### config.mk
export PLATFORM = sky130hd
export DESIGN_NAME = led_blink_pattern_controller_core
export DESIGN_NICKNAME = d
export VERILOG_FILES = /design/src/sv/lbpc_pkg.sv /design/src/sv/lbpc_blink_chan.sv /design/src/sv/led_blink_pattern_controller_core.sv
export SDC_FILE = /design/constraint.sdc
export NUM_CORES = 1
export LEC_CHECK = 0
export BUFFER_PORTS_ARGS = -buffer_cell sky130_fd_sc_hd__buf_4
export CAP_MARGIN = 20
export CORE_MARGIN = 2
export CORE_UTILIZATION = 60
export DETAILED_ROUTE_END_ITERATION = 16
export PLACE_DENSITY = 0.75
export SLEW_MARGIN = 40
export SYNTH_ARGS = -nofsm -noshare
export SYNTH_HDL_FRONTEND = slang
export SYNTH_SLANG_ARGS = --single-unit
### constraint.sdc
create_clock -name clk -period 7 [get_ports clk]
set_input_delay 0.7 -clock clk [delete_from_list [all_inputs] [get_ports clk]]
set_output_delay 0.7 -clock clk [all_outputs]
set_load 0.005 [all_outputs]
### src/sv/lbpc_pkg.sv
package lbpc_pkg;

  localparam int NUM_LEDS = 4;
  localparam int POS_W    = $clog2(NUM_LEDS);
  localparam int IDX_W    = 3;
  localparam int OP_W     = 4;
  localparam int PAT_W    = 4;
  localparam int DUR_W    = 32;
  localparam int IN_W     = 80;
  localparam int OUT_W    = 8;

  // Field offsets inside in_tdata
  localparam int IN_OP_LSB  = 0;
  localparam int IN_IDX_LSB = IN_OP_LSB + OP_W;
  localparam int IN_PAT_LSB = IN_IDX_LSB + IDX_W;
  localparam int IN_ON_LSB  = IN_PAT_LSB + PAT_W;
  localparam int IN_OFF_LSB = IN_ON_LSB + DUR_W;

  typedef logic [NUM_LEDS-1:0] led_vec_t;

  typedef enum logic [OP_W-1:0] {
    OP_ON          = 4'd0,
    OP_OFF         = 4'd1,
    OP_TOGGLE      = 4'd2,
    OP_PATTERN     = 4'd3,
    OP_CHASE       = 4'd4,
    OP_SCANNER     = 4'd5,
    OP_BLINK_START = 4'd6,
    OP_BLINK_STOP  = 4'd7,
    OP_TICK        = 4'd8,
    OP_UPDATE      = 4'd9
  } op_t;

  // Per-LED blink channel control
  typedef struct packed {
    logic start;
    logic stop;
    logic update;
  } blink_ctrl_t;

  // Drive change requested by a blink channel on update
  typedef struct packed {
    logic set_led;
    logic clr_led;
  } blink_evt_t;

endpackage

### src/sv/lbpc_blink_chan.sv
module lbpc_blink_chan #(
  parameter int TIME_WIDTH = 32
) (
  input  logic                    clk,
  input  logic                    rst_n,
  input  lbpc_pkg::blink_ctrl_t   ctrl,
  input  logic [TIME_WIDTH-1:0]   on_len,
  input  logic [TIME_WIDTH-1:0]   off_len,
  input  logic [TIME_WIDTH-1:0]   now_ticks,
  output lbpc_pkg::blink_evt_t    evt
);
  import lbpc_pkg::*;

  logic [TIME_WIDTH-1:0] on_len_r;
  logic [TIME_WIDTH-1:0] off_len_r;
  logic [TIME_WIDTH-1:0] phase_start_r;
  logic                  phase_on_r;
  logic                  active_r;
  logic [TIME_WIDTH-1:0] elapsed;
  logic                  on_done;
  logic                  off_done;

  // Elapsed time wraps with the tick counter
  assign elapsed  = now_ticks - phase_start_r;
  assign on_done  = ctrl.update && active_r && phase_on_r && (elapsed >= on_len_r);
  assign off_done = ctrl.update && active_r && !phase_on_r && (elapsed >= off_len_r);

  assign evt.clr_led = on_done;
  assign evt.set_led = off_done;

  always_ff @(posedge clk) begin
    if (!rst_n) begin
      active_r   <= 1'b0;
      phase_on_r <= 1'b0;
    end else if (ctrl.start) begin
      on_len_r      <= on_len;
      off_len_r     <= off_len;
      phase_start_r <= now_ticks;
      phase_on_r    <= 1'b1;
      active_r      <= 1'b1;
    end else if (ctrl.stop) begin
      active_r <= 1'b0;
    end else if (on_done || off_done) begin
      phase_start_r <= now_ticks;
      phase_on_r    <= off_done;
    end
  end

endmodule

### src/sv/led_blink_pattern_controller_core.sv
// Pipeline: a request accepted into the input stage is executed there and its result
// is loaded into the result register that drives out_tdata (one input stage, then the
// result register); a stalled output holds both stages.
// Throughput: one request per cycle; the command stage and the result register
// advance together, so only out_tready holds the flow.
// Reset (rst_n low, synchronous): all LEDs off, tick clock zero, no LED blinking,
// chase and scanner at LED 0 with the scanner moving up, both stages empty.
module led_blink_pattern_controller_core #(
  parameter int TIME_WIDTH = 32
) (
  input  logic                        clk,
  input  logic                        rst_n,
  input  logic                        in_tvalid,
  output logic                        in_tready,
  // opcode[3:0], led_index[6:4], pattern_bits[10:7], on_duration[42:11],
  // off_duration[74:43], zero pad [79:75]
  input  logic [lbpc_pkg::IN_W-1:0]   in_tdata,
  output logic                        out_tvalid,
  input  logic                        out_tready,
  // led_bits[3:0], addressed_lit[4], zero pad [7:5]
  output logic [lbpc_pkg::OUT_W-1:0]  out_tdata
);
  import lbpc_pkg::*;

  localparam logic [POS_W-1:0] LAST_POS = POS_W'(NUM_LEDS - 1);

  // Input stage
  logic                in_v_r;
  logic [IN_W-1:0]     in_data_r;

  // Result register
  logic                out_valid_r;
  logic [NUM_LEDS-1:0] out_bits_r;
  logic                out_lit_r;

  // Architectural state
  led_vec_t              drive_r, drive_nxt;
  logic [TIME_WIDTH-1:0] now_r, now_nxt;
  logic [POS_W-1:0]      chase_r, chase_nxt;
  logic [POS_W-1:0]      scan_r, scan_nxt, scan_step;
  logic                  scan_down_r, scan_down_nxt;

  logic                  advance;
  logic                  fire;

  op_t                   op;
  logic [IDX_W-1:0]      idx;
  logic [PAT_W-1:0]      pat;
  logic [TIME_WIDTH-1:0] on_d;
  logic [TIME_WIDTH-1:0] off_d;
  logic                  one;
  logic                  all;
  led_vec_t              idx_bit;
  logic                  start_ok;
  led_vec_t              set_vec;
  led_vec_t              clr_vec;
  logic                  lit_nxt;

  blink_ctrl_t           ctrl [NUM_LEDS];
  blink_evt_t            evt  [NUM_LEDS];

  // Result register free or draining: both stages move together
  assign advance   = !out_valid_r || out_tready;
  assign in_tready = !in_v_r || advance;
  assign fire      = in_v_r && advance;

  // Unpack the held request
  assign op    = op_t'(in_data_r[IN_OP_LSB +: OP_W]);
  assign idx   = in_data_r[IN_IDX_LSB +: IDX_W];
  assign pat   = in_data_r[IN_PAT_LSB +: PAT_W];
  assign on_d  = TIME_WIDTH'(in_data_r[IN_ON_LSB +: DUR_W]);
  assign off_d = TIME_WIDTH'(in_data_r[IN_OFF_LSB +: DUR_W]);

  assign one      = (idx < IDX_W'(NUM_LEDS));
  assign all      = (idx == IDX_W'(NUM_LEDS));
  assign idx_bit  = one ? (led_vec_t'(1) << idx[POS_W-1:0]) : '0;
  assign start_ok = one && (on_d != '0) && (off_d != '0);

  // One blink timer per LED; all compare in parallel on update
  for (genvar g = 0; g < NUM_LEDS; g++) begin : g_chan
    assign ctrl[g].start  = fire && (op == OP_BLINK_START) && start_ok && idx_bit[g];
    assign ctrl[g].stop   = fire && (op == OP_BLINK_STOP) && idx_bit[g];
    assign ctrl[g].update = fire && (op == OP_UPDATE);

    lbpc_blink_chan #(
      .TIME_WIDTH(TIME_WIDTH)
    ) u_chan (
      .clk       (clk),
      .rst_n     (rst_n),
      .ctrl      (ctrl[g]),
      .on_len    (on_d),
      .off_len   (off_d),
      .now_ticks (now_r),
      .evt       (evt[g])
    );

    assign set_vec[g] = evt[g].set_led;
    assign clr_vec[g] = evt[g].clr_led;
  end

  // Scanner: step, then reverse on reaching either end
  assign scan_step = scan_down_r ? (scan_r - POS_W'(1)) : (scan_r + POS_W'(1));

  always_comb begin
    drive_nxt     = drive_r;
    now_nxt       = now_r;
    chase_nxt     = chase_r;
    scan_nxt      = scan_r;
    scan_down_nxt = scan_down_r;
    unique case (op)
      OP_ON: begin
        if (all) drive_nxt = '1;
        else     drive_nxt = drive_r | idx_bit;
      end
      OP_OFF: begin
        if (all) drive_nxt = '0;
        else     drive_nxt = drive_r & ~idx_bit;
      end
      OP_TOGGLE: begin
        if (all) drive_nxt = ~drive_r;
        else     drive_nxt = drive_r ^ idx_bit;
      end
      OP_PATTERN: begin
        drive_nxt = led_vec_t'(pat);
      end
      OP_CHASE: begin
        drive_nxt = led_vec_t'(1) << chase_r;
        chase_nxt = (chase_r == LAST_POS) ? '0 : chase_r + POS_W'(1);
      end
      OP_SCANNER: begin
        drive_nxt = led_vec_t'(1) << scan_r;
        scan_nxt  = scan_step;
        if (scan_step == '0 || scan_step == LAST_POS) scan_down_nxt = !scan_down_r;
      end
      OP_BLINK_START: begin
        if (start_ok) drive_nxt = drive_r | idx_bit;
      end
      OP_BLINK_STOP: begin
        drive_nxt = drive_r & ~idx_bit;
      end
      OP_TICK: begin
        now_nxt = now_r + TIME_WIDTH'(1);
      end
      OP_UPDATE: begin
        drive_nxt = (drive_r | set_vec) & ~clr_vec;
      end
      default: begin
        // unused opcodes: report state only
      end
    endcase
  end

  assign lit_nxt = one && drive_nxt[idx[POS_W-1:0]];

  always_ff @(posedge clk) begin
    if (!rst_n) begin
      in_v_r      <= 1'b0;
      out_valid_r <= 1'b0;
      drive_r     <= '0;
      now_r       <= '0;
      chase_r     <= '0;
      scan_r      <= '0;
      scan_down_r <= 1'b0;
    end else begin
      if (in_tready) in_v_r <= in_tvalid;
      if (advance) out_valid_r <= in_v_r;
      if (fire) begin
        drive_r     <= drive_nxt;
        now_r       <= now_nxt;
        chase_r     <= chase_nxt;
        scan_r      <= scan_nxt;
        scan_down_r <= scan_down_nxt;
      end
    end
  end

  // Payload registers: input loads on accept, result on execute; both hold otherwise
  always_ff @(posedge clk) begin
    if (in_tvalid && in_tready) in_data_r <= in_tdata;
    if (fire) begin
      out_bits_r <= drive_nxt;
      out_lit_r  <= lit_nxt;
    end
  end

  assign out_tvalid = out_valid_r;
  assign out_tdata  = {(OUT_W - NUM_LEDS - 1)'(0), out_lit_r, out_bits_r};

`ifndef SYNTH
  // A request leaving the input stage always lands in the result register
  a_fire_to_out: assert property (@(posedge clk) disable iff (!rst_n)
    fire |=> out_tvalid)
    else $error("executed request produced no result");

  // Addressed LED reported lit implies some LED is driven
  a_lit_consistent: assert property (@(posedge clk) disable iff (!rst_n)
    (out_tvalid && out_tdata[NUM_LEDS]) |-> (out_tdata[NUM_LEDS-1:0] != '0))
    else $error("addressed_lit set with all LEDs off");

  // Chase and scanner light exactly one LED
  a_single_lit: assert property (@(posedge clk) disable iff (!rst_n)
    (fire && (op == OP_CHASE || op == OP_SCANNER)) |=> $onehot(out_tdata[NUM_LEDS-1:0]))
    else $error("chase or scanner result not one-hot");
`endif

endmodule

==> results of run 1 <==
-- worst paths after layout --
check	from	end	slack, ps	depth (start not counted)
worst min register to register	g_chan[3].u_chan.phase_on_r	g_chan[3].u_chan.phase_on_r	500	2
worst max register to register	now_r[0]	g_chan[3].u_chan.phase_start_r[31]	210	24
worst max-delay path	now_r[0]	g_chan[3].u_chan.phase_start_r[31]	210	24
worst min-delay path	in_tdata[50]	in_data_r[50]	260	1
-- Yosys cell counts, types with 17 or more instances --
cell type  instances
nor2_1           151
xnor2_1           88
xor2_1            47
and3_1            26
a21oi_1          162
o21a_1            31
nor4_1            29
nand2_1           96
o211ai_1          26
edfxtp_1         464
o21ai_0           80
o21bai_1          17
nand3_1           53
nor2b_1           32
nand4_1           51
nand2b_1          30
a211oi_1          31
nor3_1            38
dfxtp_1           51
or3_1             18
a21o_1           122
ha_1             390
inv_1            424
and2_1            18
-- kinds of logic (layout without fill, tap and decap cells) --
family	count (synthesis)	count (layout)	share of synthesized area (%)
xor gates and xnor gates	135	135	3.94
muxes	9	9	0.346
adders and majority gates	394	394	16.5
other	1	4	0.0125
AOI/OAI and AO/OA	595	595	13.3
DFF	515	515	49.9
buffers and inverters	451	639	5.76
and+or+nand+nor	588	588	10.2
-- power breakdown --
part	switching, mW	total [mW]	internal (mW)
Combinational	0.0662	0.122	0.0553
Clock	1.21	3.02	1.81
Sequential	0.0558	3.43	3.37
-- what timing repair did --
item                       4_1_cts  5_1_grt
setup buffers                    0        0
gates resized for setup          0        1
setup endpoints to repair        0       54
-- cells in the final DEF (no fill, tap or decap), types with 38 or more instances in the layout --
cell       count
a21o_1       122
nor2_1       146
clkbuf_16     54
a21oi_1      161
nand2_1       96
dfxtp_1       50
xnor2_1       88
nor3_1        38
xor2_1        47
nand3_1       53
inv_1        424
buf_4        111
nand4_1       51
edfxtp_1     464
ha_1         390
o21ai_0       80
-- area by class of cell --
cell class | count | area, um^2 | area share, %
clock buffers | 76 | 1490 | 4.46
inverters | 427 | 1600 | 4.78
multi-input cells | 1724 | 13400 | 40.0
clock inverters | 22 | 350 | 1.04
diodes | 1 | 2.50 | 0.00746
well taps | 664 | 831 | 2.48
flip-flops and latches | 515 | 15000 | 44.6
repair buffers | 114 | 893 | 2.66
-- metrics by stage --
step | instances | area [um^2]
3_3_place_gp | 3443 | 31600
5_1_grt | 3542 | 33500
6_report | 3543 | 33500
4_1_cts | 3542 | 33500
3_5_place_dp | 3444 | 31700
2_1_floorplan | 2690 | 30000
-- flip-flops by register name, summed over array words and instances, names as in the netlist, 4 cells and up --
name                         count
drive_r                          4
g_chan.u_chan.active_r           4
g_chan.u_chan.off_len_r        128
g_chan.u_chan.on_len_r         128
g_chan.u_chan.phase_on_r         4
g_chan.u_chan.phase_start_r    128
in_data_r                       75
now_r                           32
out_bits_r                       4
-- layer usage --
| layer | vias up | part of all wire, % | wire (um) | track usage, % |
|---|---|---|---|---|
| met3 | 127 | 9.1 | 7180 | 4.34 |
| li1 | 10037 | - | - | - |
| met5 | - | 0 | 0 | 0 |
| met4 | 0 | 2.7 | 2130 | 8.88 |
| met2 | 961 | 44 | 34600 | 47.3 |
| met1 | 10268 | 44 | 34800 | 46.2 |
-- worst max-delay path: cells and delay by family (launching register included) --
kind / cells / cell delay, ps
simple gates: 6 / 1300
xor+xnor: 1 / 590
buf+inv: 3 / 430
flops: 1 / 460
compound gates: 11 / 2850
fa+ha+maj: 3 / 830
==> results.sh, run 1 <==
export IMPL_synth_seq_cells=515
export IMPL_final_setup_tns_ps=0
export IMPL_worstSetupPathType="reg2reg"
export IMPL_initial_antenna_violation_count=1
export IMPL_std_cell_rows=81
export IMPL_final_nets=3313
export IMPL_run_status="finished, final reports clean"
export IMPL_drt_pass1_iterations=5
export IMPL_worst_setup_path_end_kind="flip-flop"
export IMPL_setup_viol=0
export IMPL_drt_vias_per_instance=6.04
export IMPL_wire_length_of_the_first_global_routing_pass_um=119000
export IMPL_route_detailed_drc=0
export IMPL_cts_made_buffers=53
export IMPL_synth_top_cell_by_area="edfxtp_1"
export IMPL_synth_ff_type="edfxtp_1"
export IMPL_post_synth_instance_area_um2=30000
export IMPL_slew_headroom_pct=42.7
export IMPL_yosysWarningCount=0
export IMPL_cellPowerDensity_nw_per_um2=196
export IMPL_grt_start_max_net_pins=49
export IMPL_start_util_pct=61.0
export IMPL_min_delay_path_class="in2reg"
export IMPL_final_max_slew_violation_count=0
export IMPL_postCtsHoldBufs=0
export IMPL_global_route_usage_total_pct=30.9
export IMPL_clkSlewWorstSetupHoldPaths_ps=60
export IMPL_yosysUniqueCellTypes=92
export IMPL_die_area_um2=51800
export IMPL_tot_pwr_mw=6.57
export IMPL_placeableCoreArea_um2=49200
export IMPL_max_vdd_ir_drop_mv=0.211
export IMPL_clock_skew_final_ps=25.5
export IMPL_worst_slew_pin_transition_ps=852
export IMPL_hold_ws_ps=259
export IMPL_horizontal_extent_of_the_die_um=228
export IMPL_arrival_ps=7140
export IMPL_fill_cells=3569
export IMPL_maximum_count_of_clock_buffers_along_a_single_path=3
export IMPL_clk_insertion_delay_late_ps=620
export IMPL_critPathLaunchType="flip-flop"
export IMPL_register_area_share_after_synthesis_pct=49.9
export IMPL_dr_total_vias=21393
export IMPL_critPathMaxStageDelay_ps=590
export IMPL_drt_first_iter_violations=2074
export IMPL_die_height_um=228
export IMPL_synth_area_top_cells="edfxtp_1 46%, ha_1 16%, inv_1 5.3%"
export IMPL_hold_viol_final=0
export IMPL_finalCoreUtilization_pct=68.2
export IMPL_syn_inst=2688
export IMPL_p_leak_nw=15.9
export IMPL_ant_nets_after_route=0
export IMPL_synth_edf_count=464
export IMPL_fmax_mhz=147
export IMPL_place_hpwl_um=59100
export IMPL_grt_setup_unrepaired="false"
export IMPL_syn2layout_area_growth_pct=11.8
export IMPL_wirelength_um=78700
export IMPL_syn_area_per_cell_um2=11.2
export IMPL_io_pins=94
export IMPL_yosysTopAreaCellShare_pct=46.5
export IMPL_placement_io_buffers=85
export IMPL_pre_cts_slack_ps=414
export IMPL_cts_sink_count=515
export IMPL_grt_overflow_total=0
export IMPL_post_route_worst_setup_slack_ps=210
export IMPL_period_share_pct=97.0
export IMPL_global_placement_routability_congestion=0.973
export IMPL_worst_endpoint_required_ps=7350
export IMPL_cap_violations=0
export IMPL_crit_fanout=22
export IMPL_min_period_ps=6790
export IMPL_via_count_of_the_first_global_routing_pass=20668
export IMPL_cell_seen_most_often_among_critical_path_stages="nor2_1"
export IMPL_htree_num_levels=2
export IMPL_cp_slowest_cell="xnor2_1"
export IMPL_layout_drive_gt1_share_pct=8.72
export IMPL_synthArstFlopShare_pct=0
export IMPL_tritoncts="built"
export IMPL_route_detailed_wl_per_inst_um=22.2
export IMPL_clock_tree_root_cell="clkbuf_16"
export IMPL_path_cells="inv_1 -> ha_1 -> inv_1 -> fa_1 -> a21o_1 -> a31o_1 -> a21oi_2 -> nor3_1 -> nor2_1 -> a31oi_1 -> o41ai_2 -> a21oi_1 -> nor2_1 -> xnor2_1 -> ha_1 -> a21o_1 -> a21oi_1 -> o21ai_0 -> a211o_1 -> a211oi_1 -> nor2_1 -> nor3_1 -> nor2_4 -> buf_12"
Power figures use the tool's default switching activity.
==> inputs of run 2 (changes only) <==
Settings changed: CORE_UTILIZATION 60 to 57.
Clock period 7 ns to 5.51 ns, I/O delays scaled along.
==> run 2 against run 1 <==
The flow now finishes with violations (setup timing). Power up 28%. Critical path type unchanged. Combinational power up 42%. Global-route usage down 0.45 points. Final cell count up 6.6%. Largest cell class unchanged. Cell area up 8.3%.
==> results.sh, run 2 (same netlist as run 1, synthesis figures left out) <==
export IMPL_switchingPower_mw=1.79
export IMPL_die_area_um2=54500
export IMPL_initial_antenna_violation_count=0
export IMPL_share_comb_of_total_power_pct=2.1
export IMPL_via_count_of_the_first_global_routing_pass=22132
export IMPL_worst_endpoint_required_ps=5890
export IMPL_clock_tree_root_cell="clkbuf_16"
export IMPL_ant_nets_after_route=0
export IMPL_critical_path_buf_inv_count=9
export IMPL_worst_slew_pin_transition_ps=822
export IMPL_multi_input_area_um2=14300
export IMPL_mostFrequentLayoutCells="464 x edfxtp_1, 420 x inv_1, 369 x ha_1, 295 x buf_4, 144 x a21oi_1"
export IMPL_hold_viol_final=0
export IMPL_mostFrequentLayoutCell="edfxtp_1"
export IMPL_run_status="complete, but fails checks"
export IMPL_swShare_pct=21.2
export IMPL_horizontal_extent_of_the_die_um=233
export IMPL_failed_checks="setup timing"
export IMPL_seqPwrFrac_pct=51.7
export IMPL_cap_violations=0
export IMPL_count_of_placed_standard_cells_in_the_final_layout_fillers_left_out=3777
export IMPL_cellPowerDensity_nw_per_um2=232
export IMPL_hold_ws_ps=102
export IMPL_worst_setup_path_end_kind="flip-flop"
export IMPL_start_util_pct=57.4
export IMPL_critical_path_top_delay_family="compound AO/OA/AOI/OAI gates"
export IMPL_critPathMaxStageDelay_ps=480
export IMPL_tritoncts="built"
export IMPL_place_hpwl_um=61100
export IMPL_wire_length_of_the_first_global_routing_pass_um=124000
export IMPL_cell_seen_most_often_among_critical_path_stages="buf_6"
export IMPL_die_height_um=233
export IMPL_final_max_slew_violation_count=0
export IMPL_p_int_mw=6.63
export IMPL_dr_total_vias=22682
export IMPL_final_nets=3523
export IMPL_drt_vias_per_instance=6.01
export IMPL_antennaDiodeCount=0
export IMPL_worstSetupPathType="reg2reg"
export IMPL_clock_skew_final_ps=12.5
export IMPL_cp_slowest_cell="o311ai_4"
export IMPL_pwr_share_clk_pct=46.2
export IMPL_cts_sink_count=515
export IMPL_layout_top_registers="g_chan.u_chan.off_len_r: 128 flops, g_chan.u_chan.on_len_r: 128 flops, g_chan.u_chan.phase_start_r: 128 flops"
export IMPL_fmax_mhz=180
export IMPL_maximum_count_of_clock_buffers_along_a_single_path=3
export IMPL_layout_drive_gt1_share_pct=19.1
export IMPL_drt_pass1_iterations=8
export IMPL_fill_cells=3526
export IMPL_global_placement_routability_congestion=0.964
export IMPL_route_detailed_wl_per_inst_um=22.2
export IMPL_clkSlewWorstSetupHoldPaths_ps=60
export IMPL_cts_made_buffers=53
export IMPL_arrival_ps=5930
export IMPL_max_vdd_ir_drop_mv=0.292
export IMPL_numPlacedInstances=3620
export IMPL_clk_insertion_delay_late_ps=620
export IMPL_syn2layout_area_growth_pct=21.1
export IMPL_wirelength_um=83900
export IMPL_p_leak_nw=17.2
export IMPL_slew_headroom_pct=45.0
export IMPL_min_period_ps=5550
export IMPL_htree_num_levels=2
export IMPL_placeableCoreArea_um2=52200
export IMPL_finalCoreUtilization_pct=69.5
export IMPL_period_share_pct=101
export IMPL_critPathLaunchType="flip-flop"
export IMPL_route_detailed_drc=0
export IMPL_grt_overflow_total=0
export IMPL_grt_start_max_net_pins=65
export IMPL_post_route_worst_setup_slack_ps=-35.1
export IMPL_global_route_usage_total_pct=30.5
export IMPL_crit_fanout=8
export IMPL_setup_viol=8
export IMPL_min_delay_path_class="in2reg"
export IMPL_std_cell_rows=84
export IMPL_drt_first_iter_violations=2178
export IMPL_io_pins=94
export IMPL_placement_io_buffers=85
export IMPL_grt_setup_unrepaired="true"
export IMPL_seq_area_um2=15000
run 2: changes by cell type in the layout (fill, tap and decap cells not counted), moves of 8 or more:
cell and delta:
a211oi_1 -9, a211oi_2 +8, a21oi_1 -17, a21oi_2 +13, buf_12 +8, buf_4 +184, buf_6 +9, clkbuf_1 -9
ha_1 -21, ha_4 +15, nor2_1 -8, o21ai_0 -13, o21ai_2 +8, xnor2_1 -9
run 2: worst register-to-register path, delay by kind of cell, from the launching register on:
family | cells | cell delay (ps)
AOI/OAI and AO/OA | 11 | 2350
DFF | 1 | 320
and+or+nand+nor | 2 | 320
buffers and inverters | 9 | 1050
adders and majority gates | 3 | 890
xor gates and xnor gates | 1 | 390
run 2: repair_timing:
item	in CTS	in global routing
setup endpoints to repair	138	136
hold buffers	0	0
gates cloned	4	3
buffers inserted	34	25
pin swaps	65	110
gates resized for setup	95	101
run 2: metrics by stage:
step	setup TNS (ps)	cell area, um^2	setup slack (ps)	total power, mW
5_1_grt	-10140	36300	-168	8.59
3_3_place_gp	-24530	32800	-349	4.59
6_report	-257	36300	-35.1	8.41
2_1_floorplan	0	30000	90.8	4.47
3_5_place_dp	-34170	32900	-471	4.60
4_1_cts	0	35600	0.0844	8.44
run 2: area by class of cell:
type	instances	share of cell area (%)
clock buffer	60	3.72
clock inverter	39	1.43
inverter	427	4.41
multi-input combinational	1724	39.3
sequential	515	41.2
tap	688	2.37
timing repair buffer	324	7.55
run 2: power groups by stage:
stage | sequential [mW] | combinational [mW] | clock, mW
global route | 4.35 | 0.188 | 4.05
global placement | 4.44 | 0.155 | 0
CTS | 4.35 | 0.168 | 3.92
floorplan | 4.39 | 0.0800 | 0
finish | 4.35 | 0.173 | 3.89
detailed placement | 4.44 | 0.162 | 0
run 2: worst paths after layout:
check             cells after the start                         from                                  to  slack (ps)
hold / removal                        1                  in_tdata[1]                        in_data_r[1]         100
setup reg to reg                     26                     now_r[0]  g_chan[1].u_chan.phase_start_r[27]         -40
setup / recovery                     26                     now_r[0]  g_chan[1].u_chan.phase_start_r[27]         -40
hold reg to reg                       2  g_chan[2].u_chan.phase_on_r         g_chan[2].u_chan.phase_on_r         520
run 2: layer usage:
layer  GRT usage, %  share of wire (%)
met1           42.6                 41
met4           9.95                3.7
met2           47.9                 45
met5              0                  0
met3           6.03                 10
